===== src/hw/rtl/ncc_pkg.sv =====
// ncc_pkg: shared types, constants and helpers for the texel decoder.
// Used by every module under hw/rtl; depends on nothing.
`timescale 1ns / 1ps

package ncc_pkg;

    localparam int LUMA_W     = 8;
    localparam int COMP_W     = 9;
    localparam int ENTRY_W    = 3 * COMP_W;
    localparam int PAIR_W     = 2 * ENTRY_W;
    localparam int LUMA_REG_W = 64;
    localparam int CFG_DATA_W = 64;
    localparam int CFG_IDX_W  = 3;
    localparam int SUM_W      = 11;
    localparam int RED_SHIFT   = 18;
    localparam int GREEN_SHIFT = 9;
    localparam logic [LUMA_W-1:0] CH_MAX = 8'hff;

    typedef enum logic [CFG_IDX_W-1:0] {
        CFG_LUMA_LO  = 3'd0,
        CFG_LUMA_HI  = 3'd1,
        CFG_ICHR_LO  = 3'd2,
        CFG_ICHR_HI  = 3'd3,
        CFG_QCHR_LO  = 3'd4,
        CFG_QCHR_HI  = 3'd5
    } t_cfg_idx;

    typedef struct packed {
        logic [LUMA_REG_W-1:0] luma_lo;
        logic [LUMA_REG_W-1:0] luma_hi;
        logic [PAIR_W-1:0]     ichr_lo;
        logic [PAIR_W-1:0]     ichr_hi;
        logic [PAIR_W-1:0]     qchr_lo;
        logic [PAIR_W-1:0]     qchr_hi;
    } t_tables;

    typedef struct packed {
        logic [LUMA_W-1:0]  luma;
        logic [ENTRY_W-1:0] ient;
        logic [ENTRY_W-1:0] qent;
    } t_lookup;

    typedef struct packed {
        logic signed [SUM_W-1:0] red;
        logic signed [SUM_W-1:0] green;
        logic signed [SUM_W-1:0] blue;
    } t_sums;

    function automatic logic signed [SUM_W-1:0] comp_ext(input logic [COMP_W-1:0] c);
        comp_ext = $signed({{(SUM_W-COMP_W){c[COMP_W-1]}}, c});
    endfunction

    function automatic logic [LUMA_W-1:0] clamp8(input logic signed [SUM_W-1:0] s);
        if (s[SUM_W-1]) begin
            clamp8 = '0;
        end else if (s[SUM_W-2:LUMA_W] != '0) begin
            clamp8 = CH_MAX;
        end else begin
            clamp8 = s[LUMA_W-1:0];
        end
    endfunction

endpackage


===== src/hw/rtl/ncc_cfg.sv =====
// ncc_cfg: luma and chroma table registers, written through the config port.
// Depends on ncc_pkg.
`timescale 1ns / 1ps

module ncc_cfg
    import ncc_pkg::*;
(
    input  logic                  i_clk,
    input  logic                  i_rst_n,
    input  logic                  i_cfg_we,
    input  logic [CFG_IDX_W-1:0]  i_cfg_idx,
    input  logic [CFG_DATA_W-1:0] i_cfg_data,
    output t_tables               o_tables
);

    t_tables r_tables;
    t_tables n_tables;

    always_comb begin
        n_tables = r_tables;
        if (i_cfg_we) begin
            unique case (t_cfg_idx'(i_cfg_idx))
                CFG_LUMA_LO: n_tables.luma_lo = i_cfg_data;
                CFG_LUMA_HI: n_tables.luma_hi = i_cfg_data;
                CFG_ICHR_LO: n_tables.ichr_lo = i_cfg_data[PAIR_W-1:0];
                CFG_ICHR_HI: n_tables.ichr_hi = i_cfg_data[PAIR_W-1:0];
                CFG_QCHR_LO: n_tables.qchr_lo = i_cfg_data[PAIR_W-1:0];
                CFG_QCHR_HI: n_tables.qchr_hi = i_cfg_data[PAIR_W-1:0];
                default:     n_tables = r_tables;
            endcase
        end
    end

    always_ff @(posedge i_clk) begin
        if (!i_rst_n) begin
            r_tables <= '0;
        end else begin
            r_tables <= n_tables;
        end
    end

    assign o_tables = r_tables;

endmodule


===== src/hw/rtl/ncc_lookup.sv =====
// ncc_fetch: stage 1, picks luma byte and the I and Q entries for a texel.
// Depends on ncc_pkg.
`timescale 1ns / 1ps

module ncc_fetch
    import ncc_pkg::*;
(
    input  logic              i_clk,
    input  logic              i_rst_n,
    input  t_tables           i_tables,
    input  logic              i_valid,
    input  logic [LUMA_W-1:0] i_texel,
    output logic              o_ready,
    output logic              o_valid,
    input  logic              i_ready,
    output t_lookup           o_data
);

    logic    r_valid;
    t_lookup r_data;
    t_lookup n_data;
    logic    w_load;

    logic [LUMA_REG_W-1:0] w_lword;
    logic [PAIR_W-1:0]     w_ipair;
    logic [PAIR_W-1:0]     w_qpair;

    assign o_ready = !r_valid || i_ready;
    assign w_load  = i_valid && o_ready;

    always_comb begin
        w_lword = i_texel[7] ? i_tables.luma_hi : i_tables.luma_lo;
        w_ipair = i_texel[3] ? i_tables.ichr_hi : i_tables.ichr_lo;
        w_qpair = i_texel[1] ? i_tables.qchr_hi : i_tables.qchr_lo;
        n_data.luma = w_lword[{i_texel[6:4], 3'b000} +: LUMA_W];
        n_data.ient = i_texel[2] ? w_ipair[PAIR_W-1:ENTRY_W] : w_ipair[ENTRY_W-1:0];
        n_data.qent = i_texel[0] ? w_qpair[PAIR_W-1:ENTRY_W] : w_qpair[ENTRY_W-1:0];
    end

    always_ff @(posedge i_clk) begin
        if (!i_rst_n) begin
            r_valid <= 1'b0;
        end else if (o_ready) begin
            r_valid <= i_valid;
        end
    end

    always_ff @(posedge i_clk) begin
        if (w_load) begin
            r_data <= n_data;
        end
    end

    assign o_valid = r_valid;
    assign o_data  = r_data;

endmodule


===== src/hw/rtl/ncc_sum.sv =====
// ncc_sum: stage 2, signed luma + I + Q sum per channel.
// Depends on ncc_pkg.
`timescale 1ns / 1ps

module ncc_sum
    import ncc_pkg::*;
(
    input  logic    i_clk,
    input  logic    i_rst_n,
    input  logic    i_valid,
    input  t_lookup i_data,
    output logic    o_ready,
    output logic    o_valid,
    input  logic    i_ready,
    output t_sums   o_sums
);

    logic  r_valid;
    t_sums r_sums;
    t_sums n_sums;
    logic signed [SUM_W-1:0] w_y;

    assign o_ready = !r_valid || i_ready;

    always_comb begin
        w_y = $signed({{(SUM_W-LUMA_W){1'b0}}, i_data.luma});
        n_sums.red   = w_y + comp_ext(i_data.ient[RED_SHIFT +: COMP_W])
                           + comp_ext(i_data.qent[RED_SHIFT +: COMP_W]);
        n_sums.green = w_y + comp_ext(i_data.ient[GREEN_SHIFT +: COMP_W])
                           + comp_ext(i_data.qent[GREEN_SHIFT +: COMP_W]);
        n_sums.blue  = w_y + comp_ext(i_data.ient[COMP_W-1:0])
                           + comp_ext(i_data.qent[COMP_W-1:0]);
    end

    always_ff @(posedge i_clk) begin
        if (!i_rst_n) begin
            r_valid <= 1'b0;
        end else if (o_ready) begin
            r_valid <= i_valid;
        end
    end

    always_ff @(posedge i_clk) begin
        if (i_valid && o_ready) begin
            r_sums <= n_sums;
        end
    end

    assign o_valid = r_valid;
    assign o_sums  = r_sums;

endmodule


===== src/hw/rtl/ncc_clamp.sv =====
// ncc_clamp: stage 3, saturates each channel to 0..255 into the output register.
// Depends on ncc_pkg.
`timescale 1ns / 1ps

module ncc_clamp
    import ncc_pkg::*;
(
    input  logic              i_clk,
    input  logic              i_rst_n,
    input  logic              i_valid,
    input  t_sums             i_sums,
    output logic              o_ready,
    output logic              o_valid,
    input  logic              i_ready,
    output logic [LUMA_W-1:0] o_red,
    output logic [LUMA_W-1:0] o_green,
    output logic [LUMA_W-1:0] o_blue
);

    logic              r_valid;
    logic [LUMA_W-1:0] r_red;
    logic [LUMA_W-1:0] r_green;
    logic [LUMA_W-1:0] r_blue;

    assign o_ready = !r_valid || i_ready;

    always_ff @(posedge i_clk) begin
        if (!i_rst_n) begin
            r_valid <= 1'b0;
        end else if (o_ready) begin
            r_valid <= i_valid;
        end
    end

    always_ff @(posedge i_clk) begin
        if (i_valid && o_ready) begin
            r_red   <= clamp8(i_sums.red);
            r_green <= clamp8(i_sums.green);
            r_blue  <= clamp8(i_sums.blue);
        end
    end

    assign o_valid = r_valid;
    assign o_red   = r_red;
    assign o_green = r_green;
    assign o_blue  = r_blue;

endmodule


===== src/hw/rtl/ncc_texel_decode.sv =====
// ncc_texel_decode: compressed texel to RGB decoder, top level.
// Pipeline: registered lookup, sum and clamp stages between input beat and output valid.
// Throughput: one beat per cycle; each stage moves whenever the next one is free.
// Reset: synchronous, active low; clears stage valid bits and all table registers.
// Depends on ncc_pkg, ncc_cfg, ncc_fetch, ncc_sum, ncc_clamp.
`timescale 1ns / 1ps

module ncc_texel_decode
    import ncc_pkg::*;
(
    input  logic                  i_clk,
    input  logic                  i_rst_n,
    input  logic                  i_cfg_we,
    input  logic [CFG_IDX_W-1:0]  i_cfg_idx,
    input  logic [CFG_DATA_W-1:0] i_cfg_data,
    input  logic                  i_valid,
    output logic                  o_ready,
    input  logic [LUMA_W-1:0]     i_texel,
    output logic                  o_valid,
    input  logic                  i_ready,
    output logic [LUMA_W-1:0]     o_red,
    output logic [LUMA_W-1:0]     o_green,
    output logic [LUMA_W-1:0]     o_blue
);

    t_tables w_tables;
    t_lookup w_s1_data;
    t_sums   w_s2_sums;
    logic    w_s1_valid;
    logic    w_s1_ready;
    logic    w_s2_valid;
    logic    w_s2_ready;

    ncc_cfg u_cfg (
        .i_clk      (i_clk),
        .i_rst_n    (i_rst_n),
        .i_cfg_we   (i_cfg_we),
        .i_cfg_idx  (i_cfg_idx),
        .i_cfg_data (i_cfg_data),
        .o_tables   (w_tables)
    );

    ncc_fetch u_lookup (
        .i_clk    (i_clk),
        .i_rst_n  (i_rst_n),
        .i_tables (w_tables),
        .i_valid  (i_valid),
        .i_texel  (i_texel),
        .o_ready  (o_ready),
        .o_valid  (w_s1_valid),
        .i_ready  (w_s1_ready),
        .o_data   (w_s1_data)
    );

    ncc_sum u_sum (
        .i_clk   (i_clk),
        .i_rst_n (i_rst_n),
        .i_valid (w_s1_valid),
        .i_data  (w_s1_data),
        .o_ready (w_s1_ready),
        .o_valid (w_s2_valid),
        .i_ready (w_s2_ready),
        .o_sums  (w_s2_sums)
    );

    ncc_clamp u_clamp (
        .i_clk   (i_clk),
        .i_rst_n (i_rst_n),
        .i_valid (w_s2_valid),
        .i_sums  (w_s2_sums),
        .o_ready (w_s2_ready),
        .o_valid (o_valid),
        .i_ready (i_ready),
        .o_red   (o_red),
        .o_green (o_green),
        .o_blue  (o_blue)
    );

    // a stalled sum stage keeps its beat intact
    a_s2_hold: assert property (@(posedge i_clk) disable iff (!i_rst_n)
        (w_s2_valid && !w_s2_ready) |=> (w_s2_valid && $stable(w_s2_sums)))
        else $error("sum stage lost or changed a stalled beat");

    // red and blue sums stay within luma + two signed 9-bit components
    a_s2_range: assert property (@(posedge i_clk) disable iff (!i_rst_n)
        w_s2_valid |-> (w_s2_sums.red >= -11'sd512 && w_s2_sums.red <= 11'sd765
                     && w_s2_sums.blue >= -11'sd512 && w_s2_sums.blue <= 11'sd765))
        else $error("channel sum out of range");

    // negative green sum moving out must clamp to zero
    a_clamp_low: assert property (@(posedge i_clk) disable iff (!i_rst_n)
        (w_s2_valid && w_s2_ready && w_s2_sums.green[SUM_W-1]) |=> (o_green == '0))
        else $error("negative green not clamped to zero");

    // input accepted only if the lookup stage has room
    a_s1_room: assert property (@(posedge i_clk) disable iff (!i_rst_n)
        (i_valid && o_ready && w_s1_valid) |-> w_s1_ready)
        else $error("lookup stage overwritten while full");

endmodule


===== config.mk =====
export PLATFORM = sky130hd
export DESIGN_NAME = ncc_texel_decode
export DESIGN_NICKNAME = d
export VERILOG_FILES = /design/src/hw/rtl/ncc_pkg.sv /design/src/hw/rtl/ncc_cfg.sv /design/src/hw/rtl/ncc_lookup.sv /design/src/hw/rtl/ncc_sum.sv /design/src/hw/rtl/ncc_clamp.sv /design/src/hw/rtl/ncc_texel_decode.sv
export SDC_FILE = /design/constraint.sdc
export NUM_CORES = 1
export LEC_CHECK = 0
export ABC_AREA = 1
export BUFFER_PORTS_ARGS = -buffer_cell sky130_fd_sc_hd__buf_2
export CORE_ASPECT_RATIO = 0.9
export CORE_MARGIN = 8
export CORE_UTILIZATION = 35
export DETAILED_ROUTE_END_ITERATION = 10
export HOLD_SLACK_MARGIN = 0.15
export PLACE_DENSITY = 0.52
export SLEW_MARGIN = 40
export SYNTH_ARGS = -nofsm -noshare
export SYNTH_HDL_FRONTEND = slang
export SYNTH_SLANG_ARGS = --single-unit

===== constraint.sdc =====
create_clock -name i_clk -period 5.8 [get_ports i_clk]
set_input_delay 1.45 -clock i_clk [delete_from_list [all_inputs] [get_ports i_clk]]
set_output_delay 1.45 -clock i_clk [all_outputs]
set_load 0.01 [all_outputs]

==> metrics.md, run 1 <==
| Metric | Value |
|---|---|
| Status | `finished, final reports clean` |
| Cells after Synth | `2568` |
| Global-route wire length before repair | `95.25 mm` |
| Post-synth cell types | `32` |
| Critical setup path kind | `input pin to primary output` |
| Cell internal pwr | `5.625 mW` |
| Seq cells post-synth | `466` |
| Setup TNS | `0 ns` |
| Seq/Total Area, Yosys | `51.10%` |
| Initial detailed-routing violation count | `1344` |
| PortBufs | `105` |
| Core box area | `0.05833 mm2` |
| Most used routing layer | `met2` |
| Vias in the first global route | `15980` |
| Setup WS pre-CTS | `2.274 ns` |
| First-pass DRT Iterations | `6` |
| Initial Util | `35.30%` |
| Final worst path period share | `60.27%` |
| Final-report hold violation count | `0` |
| Synth-to-layout area growth | `11.84%` |
| Fill cell count | `5953` |
| Drt wl/cell | `18.56 um` |
| Worst Tran Pin Value | `0.8318 ns` |
| Pins over their slew limit | `0` |
| Crit path required time | `4.35 ns` |
| Std-Cell Rows | `84` |
| Post-CTS Hold Buffers | `0` |
| Final net count | `2718` |
| H-tree Lvls | `2` |
| CTS Buffer Depth | `3` |
| DR vias | `17140` |
| Clock Sinks | `466` |
| Post-synth ARST share | `0%` |
| Initial antenna violation count | `8` |
| GRT Overall Usage | `18.10%` |
| Clk root buf | `clkbuf_16` |
| Synthesized Nets | `2705` |
| Dominant cells by area after synthesis | `dfxtp_1 (34%), edfxtp_1 (17%), o21ai_0 (12%), nor2_1 (12%), nand2_1 (4.2%)` |
| Post-route setup slack | `2.304 ns` |
| Ratio of cells with drive above 1 in the final layout | `8.921%` |
| HPWL Detailed | `39.96 mm` |
| RSZ-0062 raised after global routing | `no` |
| TritonCTS clock tree | `yes` |
| CP Max Fanout | `3` |
| Power Density | `335.0 mW/mm2` |
| Largest net degree at the start of global routing | `176` |
| Gr ovfl total | `0` |
| Die Ht | `246.1 um` |
| Ys Warns | `0` |
| Top-count cell post-synth | `nor2_1` |
| PostCTS Resize Cnt | `0` |
| CP startpoint kind | `input pin` |
| Switch Pwr | `2.090 mW` |
| Worst VDD drop | `0.2480 mV` |
| DRC | `0` |
| # setup viols final | `0` |
| Syn Area/Cell | `8.017 um2` |
| Global Route met3 Usage | `3.518%` |
| Relative slew slack | `44.20%` |
| Num CTS Buffers | `51` |
| Die area | `0.06685 mm2` |
| Number of max-cap violations | `0` |
| Hold Slack | `0.4453 ns` |
| Crit path DAT | `2.05 ns` |
| Worst Setup End Kind | `primary output` |
| Register area | `0.01052 mm2` |
| Clk_lat worst skew | `0.60 ns` |
| Reg power frac | `47.0%` |
| Met2 Use GR | `28.55%` |
| Clock Skews | `0.01943 ns` |
| Placer Congestion | `0.8254` |
| Die Span X | `271.7 um` |
| Vias per cell | `5.041` |
| Final wirelength | `63.09 mm` |
| Leakage power | `9.228 nW` |
| CTS clk-pin slew, worst paths | `0.06 ns` |
| Post-CTS Setup Repair Bufs | `0` |
| Clock share of power | `40.2%` |
| Number of synthesized flops with an enable pin | `119` |
| Top cells by count, synth | `nor2_1 (669), o21ai_0 (502), dfxtp_1 (347)` |
| Fmax | `286.1 MHz` |
| Ys flop type | `dfxtp_1` |
| Mapped Area | `0.02059 mm2` |
| Combinational Power Share | `12.8%` |
| Yosys top cell by area | `dfxtp_1` |
| Top Ports | `106` |
| GR met1 Demand/Resource | `24.77%` |
| Switching Share | `27.09%` |
| Multi-input logic area | `0.008529 mm2` |
| Antenna-violating nets left | `0` |
| HP Class | `flop to flop` |
| Area share of the largest cell type after synthesis | `33.74%` |
| Tmin final | `3.496 ns` |
[cells in the final DEF, fill, tap and decap left out, drive strengths merged, types with 2 or more instances in the layout]
cell type	netlist	routed
nor2	694	694
o21ai	502	502
dfxtp	347	347
nand2	233	233
inv	175	176
buf	65	124
edfxtp	119	119
a21oi	113	113
nand3	87	87
clkbuf	99	77
o22ai	54	54
ha	30	30
fa	27	27
clkinv	4	20
xor2	9	9
nand4	3	3
o21a	3	3
xnor2	3	3
diode	0	2
[power by group through the flow]
| stage | Clock, mW | Sequential (mW) | Combinational, mW |
|---|---|---|---|
| floorplan | 0 | 3.66 | 0.686 |
| global placement | 0 | 3.70 | 0.965 |
| detailed placement | 0 | 3.70 | 0.984 |
| CTS | 3.18 | 3.63 | 0.989 |
| global route | 3.30 | 3.64 | 1.13 |
| finish | 3.10 | 3.63 | 0.987 |
[per-stage QoR]
stage | total power, mW | instance area, um2 | util (%) | cells
finish | 7.714 | 23030 | 39.48 | 3399
global route | 8.068 | 23020 | 39.47 | 3398
CTS | 7.802 | 22970 | 39.39 | 3395
detailed placement | 4.682 | 21400 | 36.68 | 3300
global placement | 4.662 | 21370 | 36.64 | 3300
floorplan | 4.350 | 20590 | - | 2568
[registers in the layout, summed over array words and instances, names as in the netlist]
name,count
u_sum.o_valid,1
u_clamp.o_green,8
u_sum.o_sums,33
u_lookup.o_valid,1
u_clamp.o_valid,1
u_lookup.o_data,62
u_clamp.o_blue,8
u_clamp.o_red,8
u_cfg.o_tables,344
[worst paths after layout]
check                                          from                   to  slack [ns]  cells after the start
worst max-delay path                        i_ready              o_ready        2.30                      6
worst min-delay path            u_cfg.o_tables[316]  u_cfg.o_tables[316]        0.45                      2
worst max register to register  u_lookup.o_data[55]     u_sum.o_sums[20]        2.93                      8
worst min register to register  u_cfg.o_tables[316]  u_cfg.o_tables[316]        0.45                      2
[kinds of logic (layout without fill, tap and decap cells)]
logic type               after synthesis  after routing  synth area share (%)
AND/OR/NAND/NOR                     1017           1017                 19.65
AO/OA/AOI/OAI                        673            673                 16.74
flip-flops                           466            466                 51.10
buffers and inverters                343            398                 7.560
adder cells (fa/ha/maj)               57             57                 4.449
XOR/XNOR                              12             12                0.5105
other                                  0              2                     0
[critical path, stage by stage]
cell	delay (ns)
buf_2	0.10
inv_1	0.07
nand2_1	0.07
nor2_1	0.12
nand2_1	0.10
buf_2	0.15
[layout make-up]
| class | instances | share of cell area, % |
|---|---|---|
| Antenna cell | 2 | 0.02173 |
| Clock buffer | 77 | 6.412 |
| Clock inverter | 18 | 0.4456 |
| Inverter | 179 | 2.994 |
| Multi-Input combinational cell | 1759 | 37.04 |
| Sequential cell | 466 | 45.69 |
| Tap cell | 774 | 4.206 |
| Timing Repair Buffer | 124 | 3.195 |
[per-layer routing]
metal  vias up  share of wire [%]
met5         -              0.011
met4         2                2.8
met3       102                7.3
met2       541                 44
met1      8051                 46
li1       8439                  -
Note: power is estimated with default switching activity, not from simulation.
==> inputs of run 2 (changes only) <==
==> constraint.sdc (replaced) <==
create_clock -name i_clk -period 3.3 [get_ports i_clk]
set_input_delay 0.825 -clock i_clk [delete_from_list [all_inputs] [get_ports i_clk]]
set_output_delay 0.825 -clock i_clk [all_outputs]
set_load 0.01 [all_outputs]
==> run 2 against run 1 <==
Compared with the run above: global-route usage fell by 0.13 points; core utilization grew 0.75 points; worst hold slack got worse by 0.00058 ns; setup slack worse by 1.7 ns; final area is 1.9% higher; first-iteration DRC count is 1.4% higher; power increased by 84%; via count shrank 0.93%; non-clock buffer count grew 21.
==> metrics.md, run 2 (synthesized netlist as in run 1, its figures left out) <==
| Metric | Value |
|---|---|
| R2R depth | `10 (was 8)` |
| Setup WS pre-CTS | `0.6013 ns (was 2.274 ns)` |
| Initial antenna violation count | `7 (was 8)` |
| Drt wl/cell | `17.92 um (was 18.56 um)` |
| Max reg flops | `344 (unchanged)` |
| CTS clk-pin slew, worst paths | `0.06 ns (about the same)` |
| Fill cell count | `5987 (was 5953)` |
| Clk_lat worst skew | `0.59 ns (was 0.60 ns)` |
| Switch Pwr | `3.689 mW (was 2.090 mW)` |
| Worst Tran Pin Value | `0.7929 ns (was 0.8318 ns)` |
| PostCTS Resize Cnt | `0 (unchanged)` |
| CP dominant cell by count | `inv_1` |
| Status | `finished, final reports clean (unchanged)` |
| Clock Sinks | `466 (unchanged)` |
| Ratio of cells with drive above 1 in the final layout | `10.40% (was 8.921%)` |
| CTS Buffer Depth | `3 (unchanged)` |
| First-pass DRT Iterations | `6 (unchanged)` |
| Finished Layout Cells | `3420 (was 3399)` |
| Core box area | `0.05833 mm2 (unchanged)` |
| Crit Reg-Reg Endpoint | `u_sum.o_sums[31] (was u_sum.o_sums[20])` |
| Cell internal pwr | `10.49 mW (was 5.625 mW)` |
| Global-route wire length before repair | `94.95 mm (was 95.25 mm)` |
| RSZ-0062 raised after global routing | `no (unchanged)` |
| Pins over their slew limit | `0 (unchanged)` |
| Crit path from | `u_lookup.o_data[54] (was i_ready)` |
| Synth-to-layout area growth | `13.97% (was 11.84%)` |
| Clk root buf | `clkbuf_16 (unchanged)` |
| Reg power frac | `44.9% (was 47.0%)` |
| Vias per cell | `4.964 (was 5.041)` |
| GRT Overall Usage | `17.97% (was 18.10%)` |
| DR vias | `16980 (was 17140)` |
| Placer Congestion | `0.8406 (was 0.8254)` |
| Worst VDD drop | `0.4240 mV (was 0.2480 mV)` |
| DRC | `0 (unchanged)` |
| Post-Route Utilization | `40.23% (was 39.48%)` |
| Relative slew slack | `47.14% (was 44.20%)` |
| CP startpoint kind | `flop (was input pin)` |
| Die area | `0.06685 mm2 (unchanged)` |
| Setup TNS | `0 ns (unchanged)` |
| Critical setup path kind | `flop to flop (was input pin to primary output)` |
| Critical Path Sink | `u_sum.o_sums[31] (was o_ready)` |
| Final-report hold violation count | `0 (unchanged)` |
| Max stage delay on crit path | `0.51 ns (was 0.15 ns)` |
| H-tree Lvls | `2 (unchanged)` |
| CP Max Fanout | `3 (unchanged)` |
| PortBufs | `105 (unchanged)` |
| Critical path, cell by cell | `inv_1, fa_1, inv_1, ha_1, inv_1, fa_1, o21ai_0, nand2_1, nand3_1, nand2_1 (was buf_2, inv_1, nand2_1, nor2_1, nand2_1, buf_2)` |
| Worst r2r src | `u_lookup.o_data[54] (was u_lookup.o_data[55])` |
| Die Ht | `246.1 um (unchanged)` |
| Die Span X | `271.7 um (unchanged)` |
| TritonCTS clock tree | `yes (unchanged)` |
| Leakage power | `9.487 nW (was 9.228 nW)` |
| Initial detailed-routing violation count | `1363 (was 1344)` |
| Worst Setup End Kind | `flop (was primary output)` |
| Pwr Total | `14.18 mW (was 7.714 mW)` |
| Tmin final | `2.732 ns` |
| Placed Instances | `3323 (was 3300)` |
| Antenna-violating nets left | `0 (unchanged)` |
| # setup viols final | `0 (unchanged)` |
| Top Ports | `106 (unchanged)` |
| Gr ovfl total | `0 (unchanged)` |
| Post-CTS Hold Buffers | `0 (unchanged)` |
| Most common cell after layout, fill and taps aside | `nor2_1 (unchanged)` |
| Combinational Power Share | `12.4% (was 12.8%)` |
| Crit path required time | `3.65 ns (was 4.35 ns)` |
| Initial Util | `35.30% (unchanged)` |
| Std-Cell Rows | `84 (unchanged)` |
| Final worst path period share | `82.80%` |
| Power Density | `604.3 mW/mm2 (was 335.0 mW/mm2)` |
| Clock share of power | `42.7% (was 40.2%)` |
| HP Class | `flop to flop (unchanged)` |
| Slowest CP cell | `edfxtp_1 (was buf_2)` |
| Num CTS Buffers | `51 (unchanged)` |
| Vias in the first global route | `16300 (was 15980)` |
| Most frequent cells in the layout | `nor2_1 (669), o21ai_0 (502), dfxtp_1 (347) (unchanged)` |
| Final wirelength | `61.28 mm (was 63.09 mm)` |
| Clock Skews | `0.01715 ns (was 0.01943 ns)` |
| Fmax | `366.0 MHz` |
| HPWL Detailed | `42.19 mm (was 39.96 mm)` |
| Post-CTS Setup Repair Bufs | `0 (unchanged)` |
| Number of max-cap violations | `0 (unchanged)` |
| Crit path DAT | `3.08 ns (was 2.05 ns)` |
| Switching Share | `26.02% (was 27.09%)` |
| Reg2reg setup slack | `0.57 ns (was 2.93 ns)` |
| Largest net degree at the start of global routing | `106 (was 176)` |
| Final net count | `2739 (was 2718)` |
| Post-route setup slack | `0.5678 ns (was 2.304 ns)` |
## run 2: cell count changes in the layout (fill, tap and decap cells not counted), moves of 2 or more
cell,change
clkbuf_1,-15
inv_1,+2
buf_4,+16
clkinv_1,-7
buf_12,+6
clkbuf_16,+3
clkinv_2,+6
clkbuf_8,+7
bufinv_16,+4
clkinvlp_4,+4
clkinv_4,-2
## run 2: power by group through the flow
stage | registers [mW] | logic [mW] | clock network [mW]
after CTS | 6.37 | 1.77 | 6.20
final | 6.36 | 1.76 | 6.06
after detailed placement | 6.49 | 1.76 | 0
after floorplan | 6.44 | 1.21 | 0
after global routing | 6.39 | 2.01 | 6.44
after global placement | 6.48 | 1.75 | 0
## run 2: worst min-delay path by stage
stage	endpoint	cells after the start	slack, ns	startpoint
6_report	u_cfg.o_tables[296]	2	0.44	u_cfg.o_tables[296]
3_5_place_dp	u_cfg.o_tables[296]	2	0.44	u_cfg.o_tables[296]
5_1_grt	u_cfg.o_tables[303]	2	0.46	u_cfg.o_tables[303]
3_3_place_gp	u_cfg.o_tables[313]	2	0.43	u_cfg.o_tables[313]
2_1_floorplan	u_cfg.o_tables[285]	2	0.42	u_cfg.o_tables[285]
4_1_cts	u_cfg.o_tables[296]	2	0.45	u_cfg.o_tables[296]
## run 2: worst max-delay path, delay by kind of cell (launching register included)
kind                     cells  cell delay, ns
AO/OA/AOI/OAI                1            0.33
adder cells (fa/ha/maj)      3            1.04
buffers and inverters        3            0.33
flip-flops                   1            0.51
AND/OR/NAND/NOR              3            0.29
## run 2: cell type report
class | instances | area, um2 | share of cell area (%)
flip-flops and latches | 466 | 10520 | 44.84
multi-input cells | 1759 | 8521 | 36.31
clock buffers | 72 | 1592 | 6.783
well taps | 774 | 968.4 | 4.127
repair buffers | 145 | 944.7 | 4.026
inverters | 179 | 679.4 | 2.896
clock inverters | 23 | 234.0 | 0.9972
diodes | 2 | 5.005 | 0.02133
## run 2: per-stage QoR
step | cell area, um2 | hold WS (ns)
after floorplan | 20590 | 0.4244
after global placement | 21630 | 0.4319
after detailed placement | 21630 | 0.4367
after CTS | 23460 | 0.4463
after global routing | 23460 | 0.4613
final | 23460 | 0.4447
## run 2: routing by layer
metal / global-route usage, % / share of wire, %
met4: 6.137 / 2.8
met5: 0 / 0.044
met1: 24.37 / 47
met3: 3.906 / 6.3
met2: 28.25 / 44
==> inputs of run 3 (changes only) <==
==> constraint.sdc (replaced) <==
create_clock -name i_clk -period 2.6 [get_ports i_clk]
set_input_delay 0.65 -clock i_clk [delete_from_list [all_inputs] [get_ports i_clk]]
set_output_delay 0.65 -clock i_clk [all_outputs]
set_load 0.01 [all_outputs]
==> run 3 against run 2 <==
Compared with the run above: non-clock buffer count rose by 22; critical path depth fell by 2; worst hold slack got worse by 0.11 ns; combinational power rose by 33%; power rose by 23%; clock power rose by 16%; count of clock-buffer cells in the layout fell by 1; sequential power rose by 27%; wire length rose by 2.7%; via count rose by 2.7%; die area did not move; first-iteration DRC count rose by 1.8%; critical endpoint unchanged; largest power group unchanged.
==> metrics.md, run 3 (synthesized netlist as in run 1, its figures left out) <==
| Metric | Value |
|---|---|
| Status | `finished, final reports clean (unchanged)` |
| HPWL Detailed | `42.77 mm (was 42.19 mm)` |
| Fmax | `408.3 MHz (was 366.0 MHz)` |
| Clk_lat worst skew | `0.59 ns (about the same)` |
| Most common cell after layout, fill and taps aside | `nor2_1 (unchanged)` |
| Largest delay contributor family on the critical path | `adder cells (unchanged)` |
| Top Ports | `106 (unchanged)` |
| Crit path required time | `2.94 ns (was 3.65 ns)` |
| Hold Slack | `0.3390 ns (was 0.4447 ns)` |
| Core box area | `0.05833 mm2 (unchanged)` |
| Initial antenna violation count | `5 (was 7)` |
| Most frequent cells in the layout | `nor2_1 (669), o21ai_0 (500), dfxtp_1 (347) (was nor2_1 (669), o21ai_0 (502), dfxtp_1 (347))` |
| First-pass DRT Iterations | `6 (unchanged)` |
| Die Ht | `246.1 um (unchanged)` |
| Clk root buf | `clkbuf_16 (unchanged)` |
| Global-route wire length before repair | `95.92 mm (was 94.95 mm)` |
| Final-report hold violation count | `0 (unchanged)` |
| Num CTS Buffers | `51 (unchanged)` |
| Clock Skews | `0.01753 ns (was 0.01715 ns)` |
| Ratio of cells with drive above 1 in the final layout | `10.77% (was 10.40%)` |
| Worst Setup End Kind | `flop (unchanged)` |
| Final worst path period share | `94.20% (was 82.80%)` |
| Largest net degree at the start of global routing | `90 (was 106)` |
| Die area | `0.06685 mm2 (unchanged)` |
| CTS clk-pin slew, worst paths | `0.06 ns (about the same)` |
| WP buf/inv | `1 (was 3)` |
| Vias in the first global route | `16430 (was 16300)` |
| Fill cell count | `5909 (was 5987)` |
| Leakage power | `9.526 nW (was 9.487 nW)` |
| DRC | `0 (unchanged)` |
| CP startpoint kind | `flop (unchanged)` |
| Power Density | `743.6 mW/mm2 (was 604.3 mW/mm2)` |
| Register area | `0.01052 mm2 (unchanged)` |
| Initial detailed-routing violation count | `1387 (was 1363)` |
| Gr ovfl total | `0 (unchanged)` |
| Placer Congestion | `0.8416 (was 0.8406)` |
| Critical setup path kind | `flop to flop (unchanged)` |
| Slowest CP cell | `fa_1 (was edfxtp_1)` |
| N_diodes | `0 (was 2)` |
| Crit path DAT | `2.79 ns (was 3.08 ns)` |
| Initial Util | `35.30% (unchanged)` |
| Number of max-cap violations | `0 (unchanged)` |
| GRT Overall Usage | `18.21% (was 17.97%)` |
| H-tree Lvls | `2 (unchanged)` |
| Die Span X | `271.7 um (unchanged)` |
| Max reg flops | `344 (unchanged)` |
| Final wirelength | `62.97 mm (was 61.28 mm)` |
| Vias per cell | `5.068 (was 4.964)` |
| Clock Sinks | `466 (unchanged)` |
| HP Class | `input pin to flop (was flop to flop)` |
| TritonCTS clock tree | `yes (unchanged)` |
| Antenna-violating nets left | `0 (unchanged)` |
| Max stage delay on crit path | `0.52 ns (was 0.51 ns)` |
| Design Area, Final | `0.02347 mm2 (was 0.02346 mm2)` |
| Tmin final | `2.449 ns (was 2.732 ns)` |
| Std-Cell Rows | `84 (unchanged)` |
| Drt wl/cell | `18.30 um (was 17.92 um)` |
| Pins over their slew limit | `0 (unchanged)` |
| CP Max Fanout | `3 (unchanged)` |
| DR vias | `17430 (was 16980)` |
| Critical path, cell by cell | `fa_1, ha_1, inv_1, fa_1, o21ai_2, nand2_1, nand3_1, nand2_1 (was inv_1, fa_1, inv_1, ha_1, inv_1, fa_1, o21ai_0, nand2_1, nand3_1, nand2_1)` |
| Synth-to-layout area growth | `13.99% (was 13.97%)` |
| Worst Tran Pin Value | `0.8038 ns (was 0.7929 ns)` |
| RSZ-0062 raised after global routing | `no (unchanged)` |
| # setup viols final | `0 (unchanged)` |
| Relative slew slack | `46.41% (was 47.14%)` |
| Final net count | `2761 (was 2739)` |
| Worst VDD drop | `0.4344 mV (was 0.4240 mV)` |
| PortBufs | `105 (unchanged)` |
| CTS Buffer Depth | `3 (unchanged)` |
| Placed standard-cell area | `0.02184 mm2 (was 0.02163 mm2)` |
| Multi-input logic area | `0.008528 mm2 (was 0.008521 mm2)` |
==> run 3: worst min-delay path: stages <==
cell and delay (ns):
buf_2 0.09, o21ai_0 0.07, nor2_1 0.08
==> run 3: power breakdown <==
| part | switching, mW | internal [mW] | total, mW |
|---|---|---|---|
| Sequential | 0.168 | 7.90 | 8.07 |
| Combinational | 1.53 | 0.808 | 2.34 |
| Clock | 3.01 | 4.03 | 7.05 |
| Total | 4.71 | 12.7 | 17.5 |
==> run 3: cell type report <==
type,instances,area share [%]
multi-input combinational,1759,36.34
clock inverter,24,0.6558
tap,774,4.126
inverter,179,2.911
clock buffer,71,6.238
sequential,466,44.83
timing repair buffer,167,4.905
==> run 3: routing by layer <==
layer / track usage (%) / share of wire, % / wire (um)
met4: 5.150 / 2.4 / 1512
met1: 25.28 / 46 / 28990
met3: 3.092 / 6.8 / 4289
met5: 0 / 0.011 / 7
met2: 29.06 / 45 / 28170
==> run 3: through the flow <==
step	setup WS (ns)	power [mW]	utilization, %	TNS (ns)	instances
final	0.1508	17.45	40.23	0	3440
after global routing	0.008617	18.26	40.23	0	3440
after CTS	0.02660	17.62	40.21	0	3440
after detailed placement	-0.05100	10.55	37.44	-0.05302	3345
after global placement	0.03837	10.51	37.44	0	3345
after floorplan	0.1820	9.705	-	0	2568
==> run 3: repair_timing <==
action                                  CTS  global route
hold buffers                              0             0
pin swaps                                 0             1
endpoints found under the hold margin     0             0
gates resized for setup                   1             3
endpoints found under the setup margin    2             5
setup buffers                             0             0
gates cloned                              0             0
==> run 3: worst paths after layout <==
check                      startpoint  slack (ns)                   to  cells past startpoint
setup / recovery  u_lookup.o_data[55]        0.15     u_sum.o_sums[31]                      8
hold / removal         i_cfg_data[55]        0.34  u_cfg.o_tables[271]                      3
setup reg to reg  u_lookup.o_data[55]        0.15     u_sum.o_sums[31]                      8
hold reg to reg   u_cfg.o_tables[314]        0.45  u_cfg.o_tables[314]                      2
